File: src/hdl/ttrbp_pkg.sv
// Shared types and constants for the two-tier refcounted block pool.
// Depends on nothing; every other file refers to it by scoped names.
`timescale 1ns / 1ps

package ttrbp_pkg;

   localparam int MAX_BLOCKS = 1024;
   localparam int ADDR_W     = $clog2(MAX_BLOCKS);
   localparam int ID_W       = ADDR_W + 1;
   localparam int CNT_W      = 16;
   localparam int FRAC_W     = 17;
   localparam int CSR_IDX_W  = 2;

   localparam logic [ID_W-1:0]   ID_NONE   = ID_W'(MAX_BLOCKS);
   localparam logic [FRAC_W-1:0] FRAC_FULL = 17'd65536;
   localparam logic [CNT_W-1:0]  CNT_MAX   = '1;

   // opcodes
   localparam logic [2:0] OP_ALLOC_FAST = 3'd0;
   localparam logic [2:0] OP_ALLOC_SLOW = 3'd1;
   localparam logic [2:0] OP_BUMP       = 3'd2;
   localparam logic [2:0] OP_FREE       = 3'd3;
   localparam logic [2:0] OP_QUERY      = 3'd4;
   localparam logic [2:0] OP_TEST_FAST  = 3'd5;
   localparam logic [2:0] OP_TEST_SLOW  = 3'd6;
   localparam logic [2:0] OP_REBUILD    = 3'd7;

   // status codes
   localparam logic [2:0] ST_OK       = 3'd0;
   localparam logic [2:0] ST_EMPTY    = 3'd1;
   localparam logic [2:0] ST_INVALID  = 3'd2;
   localparam logic [2:0] ST_DOUBLE   = 3'd3;
   localparam logic [2:0] ST_RANGE    = 3'd4;
   localparam logic [2:0] ST_BUMPFREE = 3'd5;
   localparam logic [2:0] ST_SAT      = 3'd6;

   // register indexes
   localparam logic [CSR_IDX_W-1:0] CSR_FAST_COUNT = 2'd0;
   localparam logic [CSR_IDX_W-1:0] CSR_SLOW_COUNT = 2'd1;
   localparam logic [CSR_IDX_W-1:0] CSR_RESERVE    = 2'd2;

   typedef struct packed {
      logic [2:0]      opcode;
      logic [ID_W-1:0] target_id;
      logic [ID_W-1:0] request_count;
   } req_type;

   typedef struct packed {
      logic [ID_W-1:0]  granted_id;
      logic [2:0]       status;
      logic [CNT_W-1:0] ref_count;
      logic             in_fast_tier;
      logic             enough_free;
      logic             released;
      logic [ID_W-1:0]  fast_free_count;
      logic [ID_W-1:0]  slow_free_count;
   } rsp_type;

   // controller to datapath
   typedef struct packed {
      logic              accept;
      logic              exec;
      logic              latch_cfg;
      logic              mul_fast;
      logic              mul_slow;
      logic              sweep;
      logic [ADDR_W-1:0] sweep_idx;
      logic              load_rebuild;
   } cmd_type;

   // datapath to controller
   typedef struct packed {
      logic is_rebuild;
      logic out_block;
   } stat_type;

endpackage

File: src/hdl/ttrbp_ctrl.sv
// Controller of the block pool: sequences accept, execute, rebuild and sweeps.
// Depends on ttrbp_pkg.
`timescale 1ns / 1ps

module ttrbp_ctrl (
   input  logic                clock,
   input  logic                reset,
   input  logic                req_valid,
   output logic                req_stall,
   input  ttrbp_pkg::stat_type stat,
   output ttrbp_pkg::cmd_type  cmd
);

   typedef enum logic [2:0] {
      S_CLEAR, S_IDLE, S_EXEC, S_LATCH, S_MUL_F, S_MUL_S, S_SWEEP, S_DONE
   } state_type;

   state_type                      state_ff, state_in;
   logic [ttrbp_pkg::ADDR_W-1:0]   idx_ff, idx_in;
   logic                           accept;

   assign accept    = req_valid && (state_ff == S_IDLE);
   assign req_stall = (state_ff != S_IDLE);

   // decode commands and next state
   always_comb begin
      state_in         = state_ff;
      idx_in           = idx_ff;
      cmd              = '0;
      cmd.accept       = accept;
      cmd.sweep_idx    = idx_ff;
      case (state_ff)
         S_CLEAR, S_SWEEP: begin
            cmd.sweep = 1'b1;
            idx_in    = idx_ff + 1'b1;
            if (&idx_ff) begin
               state_in = (state_ff == S_CLEAR) ? S_IDLE : S_DONE;
            end
         end
         S_IDLE: begin
            if (accept) begin
               state_in = stat.is_rebuild ? S_LATCH : S_EXEC;
            end
         end
         S_EXEC: begin
            if (!stat.out_block) begin
               cmd.exec = 1'b1;
               state_in = S_IDLE;
            end
         end
         S_LATCH: begin
            cmd.latch_cfg = 1'b1;
            state_in      = S_MUL_F;
         end
         S_MUL_F: begin
            cmd.mul_fast = 1'b1;
            state_in     = S_MUL_S;
         end
         S_MUL_S: begin
            cmd.mul_slow = 1'b1;
            idx_in       = '0;
            state_in     = S_SWEEP;
         end
         S_DONE: begin
            if (!stat.out_block) begin
               cmd.load_rebuild = 1'b1;
               state_in         = S_IDLE;
            end
         end
         default: state_in = S_IDLE;
      endcase
   end

   // hold state and sweep index
   always_ff @(posedge clock) begin
      if (reset) begin
         state_ff <= S_CLEAR;
         idx_ff   <= '0;
      end else begin
         state_ff <= state_in;
         idx_ff   <= idx_in;
      end
   end

endmodule

File: config.mk
export PLATFORM = sky130hd
export DESIGN_NAME = ttrbp_ctrl
export DESIGN_NICKNAME = d
export VERILOG_FILES = /design/src/hdl/ttrbp_pkg.sv /design/src/hdl/ttrbp_ctrl.sv
export SDC_FILE = /design/constraint.sdc
export NUM_CORES = 1
export LEC_CHECK = 0
export BUFFER_PORTS_ARGS = -buffer_cell sky130_fd_sc_hd__clkbuf_2
export CORE_MARGIN = 10
export CORE_UTILIZATION = 52
export CTS_BUF_LIST = sky130_fd_sc_hd__clkbuf_4 sky130_fd_sc_hd__clkbuf_8
export DETAILED_ROUTE_END_ITERATION = 8
export GPL_ROUTABILITY_DRIVEN = 0
export PLACE_DENSITY = 0.84
export REMOVE_ABC_BUFFERS = 1
export SLEW_MARGIN = 20
export SYNTH_ARGS = -nofsm -noshare
export SYNTH_HDL_FRONTEND = slang
export SYNTH_SLANG_ARGS = --single-unit
File: constraint.sdc
create_clock -name clock -period 1.6 [get_ports clock]
set_input_delay 0.32 -clock clock [delete_from_list [all_inputs] [get_ports clock]]
set_output_delay 0.32 -clock clock [all_outputs]
set_load 0.1 [all_outputs]
==> impl_metrics.toml <==
[status]
status = "complete, but fails checks"
violations = "setup timing"

[timing]
clock_skew_ps = 0.7116
setup_ws_ps = -140.2
tightest_slew_ps = 547.2
fin_setup_tns_ps = -552.7
fin_crit_sh_pct = 108.8
fmax_mhz = 574.6
rsz0062_at_grt = "yes"
hold_violations = 0
min_period_ps = 1740
max_slew_margin_pct = 63.67
setup_viol = 7
holdWs_ps = 284.6
drv_slew = 0

[drt]
met2_length_mm = 1.118
topRoutingLayerUsed = "met4"
wl_mm = 2.326
vias_per_cell = 6.022
drtIter0Drc = 30
met3_length_um = 226
firstDrtPassIters = 4
vias = 819
wl_per_cell_um = 17.10
wl_met1_um = 937
ant_nets = 0
drcViolationCount = 0

[pwr]
cellPowerDensity_nw_per_um2 = 563.1
leakagePower_nw = 0.4736
combinationalPowerShare_pct = 14.7
p_seq_share_pct = 52.2
swShare_pct = 31.57
vdd_drop_max_mv = 0.3722
switchingPower_mw = 0.2046
internal_power_mw = 0.4436
pwr-share-clk_pct = 33.1
power_mw = 0.6482

[critical_path]
rrSetupSlack_ps = 80
cp.required_ps = 1280
cp.buffers_inverters = 2
cpLargestDelayFamily = "simple AND/OR/NAND/NOR gates"
r2r_start = "idx_ff[1]"
critPathMaxFanout = 7
r2r_end = "idx_ff[8]"
critPathLaunchType = "register"
cp-end-kind = "primary output"
r2r_cells = 4
slowest_stage = "or3_4"
cp_cell_sequence = "or3_4 > buf_4 > buf_12"
cpPeakStageDelay_ps = 430
cp_data_arrival_time_ps = 1420
setup.worst_path.class = "register to primary output"

[synthesis]
synth_edf_count = 0
synthArstFlopShare_pct = 0
synth_warnings = 0
yosysUniqueCellTypes = 36
synth_area_um2 = 789.5
synthFlopType = "dfxtp_1"
syn_inst = 91
synth_area_per_cell_um2 = 8.676
yosysSeqAreaShare_pct = 32.96
ys_ff_latch = 13

[die]
core_um2 = 1471
die_h_um = 58.97
initial_core_util_pct = 53.66
fp.dieArea_um2 = 3477
io_pins = 23
rows = 14
die_width_um = 58.97

[finish]
drive_above_1_share_pct = 42.50
final_util_pct = 78.23
fin_cells = 136
syn2layout_area_growth_pct = 45.80
n_antenna_cell = 0
design_area_um2 = 1151
nets = 127
nFillCells = 106

[grt]
grt_overflow = 0
first_global_vias = 763
track_usage_pct = 12.41
grt_pass1_wl_mm = 3.477
antenna_found_initial = 0
grt_max_degree = 18

[clock_network]
cts_tree = "built"
clkTransAtPathRegs_ps = 90
cts.sinks = 13
cts_root_buffer = "clkbuf_4"
numCtsBuffers = 3
clockBufferDepth = 2
clk_latency_ps = 280
cts_max_level = 1

[place]
place_area_um2 = 1059
hpwl_mm = 1.556
dp_cells = 129
place_ws_ps = -15.10
port_buffers = 22

[worst_hold_path]
holdPathStages = 2
holdCritStartpoint = "reset"
hold_class = "primary input to register"
whs_endpoint = "state_ff[2]"

[flow_run]
cap_violations = 0
==> per-layer routing <==
layer  vias up  global-route usage (%)
met4         0                   5.246
met2        37                   19.22
li1        394                       -
met5         -                       0
met1       382                   14.00
met3         6                   6.237
==> flip-flops by register name (all words and copies together), names as in the netlist <==
name and cells:
idx_ff 10, state_ff 3
==> cells in the mapped netlist, drive strengths merged (2+ instances only) <==
library cell  number  share of area (%)
or3                3                2.4
nand3              3                1.9
nand3b             5                4.8
nor2               4                1.9
clkbuf             2               0.95
dfxtp             13                 33
nand2              2               0.95
or3b               2                2.2
nand2b             2                1.6
a21oi             10                6.3
mux2i              2                2.5
or4                5                4.8
nor2b              2                1.6
buf                5                4.6
o31ai              5                4.8
o21ai              3                1.9
inv                6                2.9
==> timing repair <==
item,in CTS,in global routing
hold buffers,0,0
endpoints found under the setup margin,8,10
gates cloned,0,0
pin swaps,2,2
setup buffers,2,1
resized for setup,12,3
==> power groups by stage <==
stage,logic [mW],registers (mW),clock network [mW]
final,0.0952,0.339,0.214
after global routing,0.100,0.340,0.231
after CTS,0.0948,0.336,0.213
after detailed placement,0.0931,0.347,0
after global placement,0.0911,0.346,0
after floorplan,0.0236,0.393,0
==> worst max path at each step <==
stage / start / end / slack (ps) / depth (start not counted)
floorplan: state_ff[1] / cmd[15] / -1730 / 2
global placement: state_ff[2] / cmd[16] / 50 / 3
detailed placement: state_ff[1] / cmd[15] / -20 / 4
CTS: state_ff[1] / cmd[16] / -120 / 3
global route: state_ff[1] / req_stall / -160 / 3
finish: state_ff[1] / req_stall / -140 / 3
==> cells in the final DEF, fill, tap and decap left out, types with 2 or more instances in the layout <==
cell	netlist	routed
a21oi_1	10	10
buf_12	0	8
buf_4	2	14
clkbuf_2	0	10
clkbuf_4	0	3
dfxtp_1	13	10
dfxtp_4	0	2
inv_1	6	4
inv_2	0	2
mux2i_1	2	2
nand2_1	2	2
nand2b_1	2	2
nand3_1	3	3
nand3b_1	5	5
nor2_2	0	2
o21ai_0	3	3
o31ai_1	5	5
or3_1	3	2
or3b_1	2	2
or4_1	5	5
==> cells by family (layout without fill, tap and decap cells) <==
kind of cell | Yosys count | in the layout | synth area share [%]
buf+inv | 13 | 42 | 8.399
compound gates | 24 | 24 | 19.34
fa+ha+maj | 1 | 1 | 1.585
xor+xnor | 2 | 2 | 4.597
flops | 13 | 13 | 32.96
mux | 2 | 2 | 2.536
simple gates | 36 | 36 | 30.59
==> layout make-up <==
cell class | count | area [um^2] | share of cell area (%)
sequential | 13 | 269.0 | 23.37
multi-input combinational | 65 | 496.7 | 43.15
clock buffer | 3 | 22.52 | 1.957
inverter | 6 | 22.52 | 1.957
tap | 16 | 20.02 | 1.739
timing repair buffer | 32 | 315.3 | 27.39
clock inverter | 1 | 5.005 | 0.4348
Note: power is estimated with default switching activity, not from simulation.
